**config.mk**
```make
export PLATFORM = sky130hd
export DESIGN_NAME = voxel_face_culling_mesher
export DESIGN_NICKNAME = d
export VERILOG_FILES = /design/src/hdl/vfcm_pkg.sv /design/src/hdl/vfcm_front.sv /design/src/hdl/vfcm_queue.sv /design/src/hdl/vfcm_back.sv /design/src/hdl/voxel_face_culling_mesher.sv
export SDC_FILE = /design/constraint.sdc
export NUM_CORES = 1
export LEC_CHECK = 0
export ABC_AREA = 1
export BUFFER_PORTS_ARGS = -buffer_cell sky130_fd_sc_hd__buf_2
export CAP_MARGIN = 20
export CORE_MARGIN = 3
export CORE_UTILIZATION = 61
export DETAILED_ROUTE_END_ITERATION = 12
export GPL_TIMING_DRIVEN = 0
export PLACE_DENSITY = 0.85
export SYNTH_ARGS = -nofsm -noshare
export SYNTH_HDL_FRONTEND = slang
export SYNTH_HIERARCHICAL = 1
export SYNTH_SLANG_ARGS = --single-unit
```
**constraint.sdc**
```tcl
create_clock -name clk -period 4.7 [get_ports clk]
set_input_delay 0.47 -clock clk [delete_from_list [all_inputs] [get_ports clk]]
set_output_delay 0.47 -clock clk [all_outputs]
set_load 0.05 [all_outputs]
```
**src/hdl/vfcm_pkg.sv**
```systemverilog
// ----------------------------------------------------------------------------
// Voxel face culling mesher package
// Item types, shape and axis codes shared by the mesher modules.
// ----------------------------------------------------------------------------
package vfcm_pkg;

  localparam int CHUNK_EDGE = 16;
  localparam int COORD_W    = 4;
  localparam int FACE_W     = 15;
  localparam int QUAD_W     = 6;
  localparam int VERTEX_W   = 17;
  localparam int SIDES      = 6;

  localparam logic [1:0] SHAPE_NONE = 2'd0;
  localparam logic [1:0] SHAPE_FULL = 2'd1;
  localparam logic [1:0] SHAPE_SLAB = 2'd2;

  localparam logic [1:0] AXIS_X = 2'd0;
  localparam logic [1:0] AXIS_Y = 2'd1;
  localparam logic [1:0] AXIS_Z = 2'd2;

  typedef struct packed {
    logic [COORD_W-1:0] cell_x;
    logic [COORD_W-1:0] cell_y;
    logic [COORD_W-1:0] cell_z;
    logic [1:0]         cell_shape;
    logic [1:0]         shape_x_minus;
    logic [1:0]         shape_x_plus;
    logic [1:0]         shape_y_minus;
    logic [1:0]         shape_y_plus;
    logic [1:0]         shape_z_minus;
    logic [1:0]         shape_z_plus;
    logic               chunk_start;
  } voxel_t;

  typedef struct packed {
    logic [1:0]          face_axis;
    logic                facing_positive;
    logic [QUAD_W-1:0]   plane_pos;
    logic [QUAD_W-1:0]   u_low;
    logic [QUAD_W-1:0]   u_high;
    logic [QUAD_W-1:0]   v_low;
    logic [QUAD_W-1:0]   v_high;
    logic [VERTEX_W-1:0] first_vertex;
    logic                last_face;
  } quad_t;

  typedef struct packed {
    logic [COORD_W-1:0] x;
    logic [COORD_W-1:0] y;
    logic [COORD_W-1:0] z;
    logic               slab;
    logic [SIDES-1:0]   mask;
    logic               chunk_start;
  } job_t;

endpackage

```
**src/hdl/vfcm_front.sv**
```systemverilog
// ----------------------------------------------------------------------------
// Voxel face culling mesher front end
// Clamps the cell position and works out the mask of exposed faces.
// ----------------------------------------------------------------------------
module vfcm_front (
  input  vfcm_pkg::voxel_t voxel,
  input  logic             push,
  input  logic             q_full,
  output vfcm_pkg::job_t   job,
  output logic             job_push
);

  function automatic logic [vfcm_pkg::COORD_W-1:0] clamp(
    input logic [vfcm_pkg::COORD_W-1:0] c
  );
    logic [vfcm_pkg::COORD_W-1:0] r;
    if ({1'b0, c} >= (vfcm_pkg::COORD_W+1)'(vfcm_pkg::CHUNK_EDGE)) begin
      r = vfcm_pkg::COORD_W'(vfcm_pkg::CHUNK_EDGE - 1);
    end else begin
      r = c;
    end
    return r;
  endfunction

  logic [1:0] nb [vfcm_pkg::SIDES];
  logic       self_full;
  logic       self_slab;

  always_comb begin
    nb[0] = voxel.shape_x_minus;
    nb[1] = voxel.shape_x_plus;
    nb[2] = voxel.shape_y_minus;
    nb[3] = voxel.shape_y_plus;
    nb[4] = voxel.shape_z_minus;
    nb[5] = voxel.shape_z_plus;
    self_full = (voxel.cell_shape == vfcm_pkg::SHAPE_FULL);
    self_slab = (voxel.cell_shape == vfcm_pkg::SHAPE_SLAB);
  end

  always_comb begin
    job.x           = clamp(voxel.cell_x);
    job.y           = clamp(voxel.cell_y);
    job.z           = clamp(voxel.cell_z);
    job.slab        = self_slab;
    job.chunk_start = voxel.chunk_start;
    for (int i = 0; i < vfcm_pkg::SIDES; i++) begin
      logic side_y;
      logic top_face;
      logic hides;
      side_y   = (i == 2) || (i == 3);
      top_face = self_slab && (i == 3);
      hides    = (nb[i] == vfcm_pkg::SHAPE_FULL) ||
                 (self_slab && (nb[i] == vfcm_pkg::SHAPE_SLAB) && !side_y);
      job.mask[i] = (self_full || self_slab) && (top_face || !hides);
    end
  end

  assign job_push = push && !q_full;

endmodule

```
**src/hdl/vfcm_queue.sv**
```systemverilog
// ----------------------------------------------------------------------------
// Voxel face culling mesher job queue
// Two-entry queue between the front end and the quad sequencer.
// ----------------------------------------------------------------------------
module vfcm_queue (
  input  logic           clk,
  input  logic           rst,
  input  logic           push,
  input  vfcm_pkg::job_t din,
  input  logic           pop,
  output logic           full,
  output logic           empty,
  output vfcm_pkg::job_t head
);

  vfcm_pkg::job_t mem [2];
  logic           wr_ptr;
  logic           rd_ptr;
  logic [1:0]     count;

  always_ff @(posedge clk) begin
    if (push) begin
      mem[wr_ptr] <= din;
    end
  end

  always_ff @(posedge clk) begin
    if (rst) begin
      wr_ptr <= 1'b0;
      rd_ptr <= 1'b0;
      count  <= 2'd0;
    end else begin
      if (push) begin
        wr_ptr <= ~wr_ptr;
      end
      if (pop) begin
        rd_ptr <= ~rd_ptr;
      end
      unique case ({push, pop})
        2'b10:   count <= count + 2'd1;
        2'b01:   count <= count - 2'd1;
        default: count <= count;
      endcase
    end
  end

  assign full  = (count == 2'd2);
  assign empty = (count == 2'd0);
  assign head  = mem[rd_ptr];

endmodule

```
**src/hdl/vfcm_back.sv**
```systemverilog
// ----------------------------------------------------------------------------
// Voxel face culling mesher quad sequencer
// Emits exposed faces to the output stage, one quad per cycle when it is free.
// ----------------------------------------------------------------------------
module vfcm_back (
  input  logic            clk,
  input  logic            rst,
  input  logic            q_empty,
  input  vfcm_pkg::job_t  q_head,
  output logic            q_pop,
  output logic            empty,
  input  logic            pop,
  output vfcm_pkg::quad_t quad
);

  vfcm_pkg::job_t              job;
  logic [vfcm_pkg::SIDES-1:0]  rem;
  logic [vfcm_pkg::SIDES-1:0]  rem_after;
  logic [vfcm_pkg::SIDES-1:0]  rem_next;
  logic [vfcm_pkg::FACE_W-1:0] cnt;
  logic [vfcm_pkg::FACE_W-1:0] cnt_next;
  logic                        out_valid;
  logic                        out_valid_next;
  logic                        slot_free;
  logic                        emit;
  logic [2:0]                  idx;
  logic [1:0]                  axis;
  logic [1:0]                  ua;
  logic [1:0]                  va;
  logic                        positive;
  vfcm_pkg::quad_t             quad_next;

  function automatic logic [vfcm_pkg::COORD_W-1:0] coord_of(
    input vfcm_pkg::job_t j,
    input logic [1:0]     a
  );
    logic [vfcm_pkg::COORD_W-1:0] r;
    unique case (a)
      vfcm_pkg::AXIS_Y: r = j.y;
      vfcm_pkg::AXIS_Z: r = j.z;
      default:          r = j.x;
    endcase
    return r;
  endfunction

  function automatic logic [vfcm_pkg::QUAD_W-1:0] span_of(
    input vfcm_pkg::job_t j,
    input logic [1:0]     a
  );
    logic [vfcm_pkg::QUAD_W-1:0] r;
    if (a == vfcm_pkg::AXIS_Y && j.slab) begin
      r = vfcm_pkg::QUAD_W'(1);
    end else begin
      r = vfcm_pkg::QUAD_W'(2);
    end
    return r;
  endfunction

  function automatic logic [vfcm_pkg::QUAD_W-1:0] low_of(
    input vfcm_pkg::job_t j,
    input logic [1:0]     a
  );
    return vfcm_pkg::QUAD_W'({coord_of(j, a), 1'b0});
  endfunction

  always_comb begin
    idx = 3'd0;
    for (int i = vfcm_pkg::SIDES - 1; i >= 0; i--) begin
      if (rem[i]) begin
        idx = 3'(i);
      end
    end
  end

  always_comb begin
    axis     = idx[2:1];
    positive = idx[0];
    unique case (axis)
      vfcm_pkg::AXIS_Y: begin
        ua = vfcm_pkg::AXIS_Z;
        va = vfcm_pkg::AXIS_X;
      end
      vfcm_pkg::AXIS_Z: begin
        ua = vfcm_pkg::AXIS_X;
        va = vfcm_pkg::AXIS_Y;
      end
      default: begin
        ua = vfcm_pkg::AXIS_Y;
        va = vfcm_pkg::AXIS_Z;
      end
    endcase
  end

  always_comb begin
    slot_free = !out_valid || pop;
    emit      = (|rem) && slot_free;
    rem_after = emit ? (rem & ~(vfcm_pkg::SIDES'(1) << idx)) : rem;
    q_pop     = !q_empty && (rem_after == '0);
    rem_next  = q_pop ? q_head.mask : rem_after;
    cnt_next  = emit ? cnt + vfcm_pkg::FACE_W'(1) : cnt;
    if (q_pop && q_head.chunk_start) begin
      cnt_next = '0;
    end
    out_valid_next = emit ? 1'b1 : (pop ? 1'b0 : out_valid);
  end

  always_comb begin
    quad_next.face_axis       = axis;
    quad_next.facing_positive = positive;
    quad_next.plane_pos       = low_of(job, axis) +
                                (positive ? span_of(job, axis) : '0);
    quad_next.u_low           = low_of(job, ua);
    quad_next.u_high          = low_of(job, ua) + span_of(job, ua);
    quad_next.v_low           = low_of(job, va);
    quad_next.v_high          = low_of(job, va) + span_of(job, va);
    quad_next.first_vertex    = {cnt, 2'b00};
    quad_next.last_face       = (rem_after == '0);
  end

  always_ff @(posedge clk) begin
    if (rst) begin
      rem       <= '0;
      cnt       <= '0;
      out_valid <= 1'b0;
    end else begin
      rem       <= rem_next;
      cnt       <= cnt_next;
      out_valid <= out_valid_next;
    end
  end

  always_ff @(posedge clk) begin
    if (q_pop) begin
      job <= q_head;
    end
    if (emit) begin
      quad <= quad_next;
    end
  end

  assign empty = !out_valid;

endmodule

```
**src/hdl/voxel_face_culling_mesher.sv**
```systemverilog
// ----------------------------------------------------------------------------
// Voxel face culling mesher
// Turns voxel cells into culled quads with running vertex indices.
// ----------------------------------------------------------------------------
// A cell is taken while the two-entry job queue has room. The quad sequencer
// then sends one quad per cycle while the output stage has room, one exposed
// face at a time; an empty or fully hidden cell still takes a turn without
// sending a quad, and the next cell starts once the last face is sent.
// The output stage holds one quad and refills in the cycle it is popped.
module voxel_face_culling_mesher (
  input  logic             clk,
  input  logic             rst,
  input  logic             push,
  output logic             full,
  input  vfcm_pkg::voxel_t voxel,
  output logic             empty,
  input  logic             pop,
  output vfcm_pkg::quad_t  quad
);

  vfcm_pkg::job_t job;
  vfcm_pkg::job_t q_head;
  logic           job_push;
  logic           q_full;
  logic           q_empty;
  logic           q_pop;

  vfcm_front u_front (
    .voxel    (voxel),
    .push     (push),
    .q_full   (q_full),
    .job      (job),
    .job_push (job_push)
  );

  vfcm_queue u_queue (
    .clk   (clk),
    .rst   (rst),
    .push  (job_push),
    .din   (job),
    .pop   (q_pop),
    .full  (q_full),
    .empty (q_empty),
    .head  (q_head)
  );

  vfcm_back u_back (
    .clk     (clk),
    .rst     (rst),
    .q_empty (q_empty),
    .q_head  (q_head),
    .q_pop   (q_pop),
    .empty   (empty),
    .pop     (pop),
    .quad    (quad)
  );

  assign full = q_full;

endmodule

```
# Word level (Yosys, flattened, before mapping)
# Memory sizes are Yosys's and may differ from the RTL's. A register that Yosys moved wholly into a read port is not among the register bits.
# Cells that the tools add are included.
# op_classes
eq_ne	21
n_addsub	6
bitwise	4
reduce_logical	39
n_mux	24
shift	1
# ops
op	count
one-hot mux 4 bit (2 select lines)	3
equality test 2 x 1 -> 1 bit, second input constant	11
equality test 2 bit, second input constant	10
two-way mux 3 bit	6
logical AND 1 bit	17
adder 15 x 1 -> 15 bit, second input constant	1
adder 5 x 2 -> 6 bit	2
two-way mux 6 bit	2
one-hot mux 2 bit (2 select lines)	3
zero test 1 bit	9
two-way mux 2 bit	4
logical OR 1 bit	7
adder 5 x 6 -> 6 bit	1
bitwise AND 6 bit	1
zero test 6 bit	1
two-way mux 1 bit	6
NOT 6 bit	1
OR reduction 6 bit	1
left shift 1 x 3 -> 6 bit, first input constant	1
nonzero test 2 bit	2
adder 2 x 1 -> 2 bit, second input constant	1
zero test 2 bit	1
NOT 1 bit	2
OR reduction 2 bit	1
subtractor 2 x 1 -> 2 bit, second input constant	1
# totals
ram_bits	40
regBits	84
in_bits	31
memories	1
output_inout_bits	53
# memory_table
memory	words	width	read_ports	rd_ports_with_merged_regs	write_ports	line	text
u_queue.mem	2	20	1	1	1	vfcm_queue.sv:16	vfcm_pkg::job_t mem [2];

# Longest topological paths before layout
# logic_depth
depth_word	14
ltp_mapped	16
depth_no_buf	16

# Modules after synthesis
# Netlist, hierarchy kept.
# by_module_without_submodules
module	seq_area_each_um2	cells_each	n_inst	area_per_inst_um2
vfcm_back	2182.1	314	1	3593.4
vfcm_queue	1301.2	95	1	1749.2
vfcm_front	0.0	54	1	271.5

# Least setup slack after synthesis
# Ideal clock, no wire load.
# synth_timing
path_type	input to register
start	in pop
end	reg u_back/cnt[12] in the netlist's numbering
stages	9
setup_time_ns	0.120
slack_ns	2.053
arrival_time_ns	2.527
cell_sequence	inv_1 nand2_1 nand2_2 inv_1 nand2_1 nor2_2 nand3b_1 xor2_1 nor2_4
# synth_between
elab_chain_cells	7
# synth_rtl
element	line	text
from (decl)	voxel_face_culling_mesher.sv:17	input logic pop,
logical OR 1 bit *	vfcm_back.sv:95	slot_free = !out_valid || pop;
logical AND 1 bit *	vfcm_back.sv:96	emit = (|rem) && slot_free;
named net u_back.emit	vfcm_back.sv:25	logic emit;
two-way mux 6 bit	vfcm_back.sv:97	rem_after = emit ? (rem & ~(vfcm_pkg::SIDES'(1) << idx)) : rem;
zero test 6 bit	vfcm_back.sv:98	q_pop = !q_empty && (rem_after == '0);
logical AND 1 bit	vfcm_back.sv:98	
logical AND 1 bit	vfcm_back.sv:101	if (q_pop && q_head.chunk_start) begin
OR reduction 2 bit (no line)	-	
to (signal assigned)	vfcm_back.sv:127	cnt <= cnt_next;
to (decl)	vfcm_back.sv:20	logic [vfcm_pkg::FACE_W-1:0] cnt;
# Mark *: on every way through the listed nets, which the timed path passes. The rest lies on a longest branch.
# A chain may end at the register's enable or synchronous reset.

==> metrics <==
status complete, no violations; synthesis-to-layout area growth 20.26%; die area 0.01039 mm²; CP Cell Sequence nor2_4, nor3_1, ha_1, buf_2, a221o_1, o21ai_0, inv_1, ha_1, ha_1, inv_1, xor2_1; Distinct cells, synth 35; CTS clock-pin slew for the worst setup and hold paths 0.06 ns; Slew headroom 45.36%; minimum clock period 2.663 ns; IO Pins 84; #FFs+latches synth 125; Root Buffer clkbuf_8; Buf+Inv Stages, Crit Path 3; Yosys warning total 6; worst-margin pin slew 0.8188 ns; drt drc 0; Final GP Congestion 0.8184; drt wl/cell between 10 and 15 µm; pin count of the biggest net entering global routing 34; Post-Route WL 9.202 mm; Max Cap Viol 0; vias post-DR between 3000 and 4000; Hold Buf Count CTS 0; clock sinks 125; RSZ-0062 raised after global routing false; CP Max Fanout 9; first-pass GRT wire length 15.41 mm; cell family with most CP delay adder cells; Die X 101.9 µm; IO buf count 64; period utilization 56.67%; starting DRC count in detailed routing 107; Critical Path AT 2.90 ns; DR pass1 iterations 5; Num CTS Buffers 17; HP Class input pin to flop; global route overflow 0; Post-Synthesis Cell Area about 0.0056 mm²; setup TNS 0 ns; die height 101.9 µm; Setup-failing EPs final 0; initial antenna violation count 0; Total GRT Usage 19.21%; Setup CP Type flop to flop; Avg Cell Area, Syn ~12 µm²; vias in the first global route ~3400; cells after synthesis around 460; Seq/Total Area, Yosys about 62%; CP required 4.94 ns; Startpoint Class flop; DP Wirelength 6.221 mm; slowest CP cell dfxtp_1; Max Slew Vio Count 0; Peak Freq 375.5 MHz; CP max stage delay 0.39 ns; Layout Skew 0.007672 ns; CTS tree done; latest clock arrival within the worst-skew pair 0.51 ns; Nets 598; Initial Util 63.45%; Setup Fix Bufs, Post-CTS 0; H-tree levels 4; CTS max path bufs 2; most frequent CP cell ha_1; Routed Antenna Nets 0; Hold Fails Final Rpt 0; share of layout cells above drive strength 1 30.16%; n_diodes 0; Core ar. about 0.0088 mm²; routed vias/inst 5.077; CP endpoint kind flop; Row Count 34; Post-CTS Resized 0
==> path summary, 6_finish.rpt <==
check                       from                  to  slack, ns  cells after the start
setup reg to reg   u_back/rem[2]     u_back/quad[21]       2.04                     11
hold reg to reg   u_back/cnt[14]     u_back/quad[17]       0.48                      0
setup / recovery   u_back/rem[2]     u_back/quad[21]       2.04                     11
hold / removal         voxel[25]  u_queue/mem[1][18]       0.14                      1
==> metrics by stage <==
step                      util [%]  hold slack, ns  setup WS, ns  area (µm²)  std cells
final                        76.30          0.1448         2.037        6751        675
after global routing         76.30          0.1151         1.871        6751        675
after CTS                    76.30          0.1209         2.028        6751        675
after detailed placement     69.36          0.4505         2.084        6137        643
after global placement       68.81          0.4398         1.432        6088        640
after floorplan                  -          0.4280         2.053        5633        468
==> placed cells by master (no fill, tap or decap), drive strengths merged, types with 3 or more instances in the layout <==
cell type / n
clkbuf: 24
nand4: 4
nand2: 59
dfxtp: 27
clkinv: 3
nor3: 9
o22ai: 5
nor2: 53
conb: 6
mux2: 20
o21ai: 15
a21oi: 11
nand3: 19
xor2: 17
xnor2: 4
edfxtp: 98
inv: 78
buf: 91
ha: 13
==> registers in the layout, summed over array words and instances, names as in the netlist, named ones only <==
register / flops
u_queue/mem: 40
u_back/cnt: 15
u_back/quad: 45
u_queue/count: 2
u_back/out_valid: 1
u_queue/wr_ptr: 1
u_back/job: 13
u_queue/rd_ptr: 1
u_back/rem: 6
==> Yosys cell counts <==
master	n	share of area, %
buf_2	1	0.089
a31o_2	1	0.16
nand3_4	2	0.62
nand2_4	2	0.40
buf_4	20	2.7
a21oi_1	11	0.98
nand2_1	54	3.6
buf_6	2	0.40
nand2_2	3	0.33
nor2_1	38	2.5
nand3_2	3	0.53
buf_12	1	0.36
a221o_1	2	0.36
inv_2	2	0.13
edfxtp_1	98	52
nor2_8	1	0.36
o21a_1	1	0.13
nor2_2	1	0.11
xnor2_1	4	0.62
ha_1	13	2.9
nor3_1	8	0.71
mux2_4	20	5.3
xor2_1	17	2.7
dfxtp_1	27	9.6
nand3_1	14	1.2
nand4_1	4	0.45
maj3_1	1	0.18
nor3_2	1	0.18
o221ai_1	1	0.16
o21ai_0	15	1.3
nand3b_1	1	0.13
conb_1	1	0.067
nor2_4	13	2.6
inv_1	75	5.0
o22ai_1	5	0.56
==> worst reg2reg max path, stage by stage (launching register included) <==
cell	delay (ns)
dfxtp_1	0.39
nor2_4	0.07
nor3_1	0.38
ha_1	0.32
buf_2	0.17
a221o_1	0.34
o21ai_0	0.09
inv_1	0.10
ha_1	0.21
ha_1	0.19
inv_1	0.08
xor2_1	0.06
==> final cells by class <==
type / instances / area, µm²
Fill cell: 542 / 2097
Sequential cell: 125 / 3483
Clock inverter: 8 / 101.3
Buffer: 24 / 197.7
Multi-Input combinational cell: 242 / 1665
Timing Repair Buffer: 67 / 366.6
Tap cell: 108 / 135.1
Clock buffer: 24 / 513.0
Inverter: 77 / 289.0
==> layer usage <==
metal  vias to the layer above  global-route usage [%]  part of all wire (%)
li1                       1705                       -                     -
met3                        19                   5.461                   5.0
met1                      1590                   21.84                    41
met4                         0                   8.174                   2.1
met2                       113                   33.95                    51
met5                         -                       0                     0
==> logic make-up after synthesis <==
kind of cell	synth area share, %
AND/OR/NAND/NOR	13.84
flip-flops	62.05
buffers and inverters	8.669
AO/OA/AOI/OAI	3.677
XOR/XNOR	3.276
multiplexers	5.349
adder cells (fa/ha/maj)	3.076
other	0.06680
Power is not shown: default switching activity piles up to over one toggle a cycle in this logic, so the estimate is an artifact.
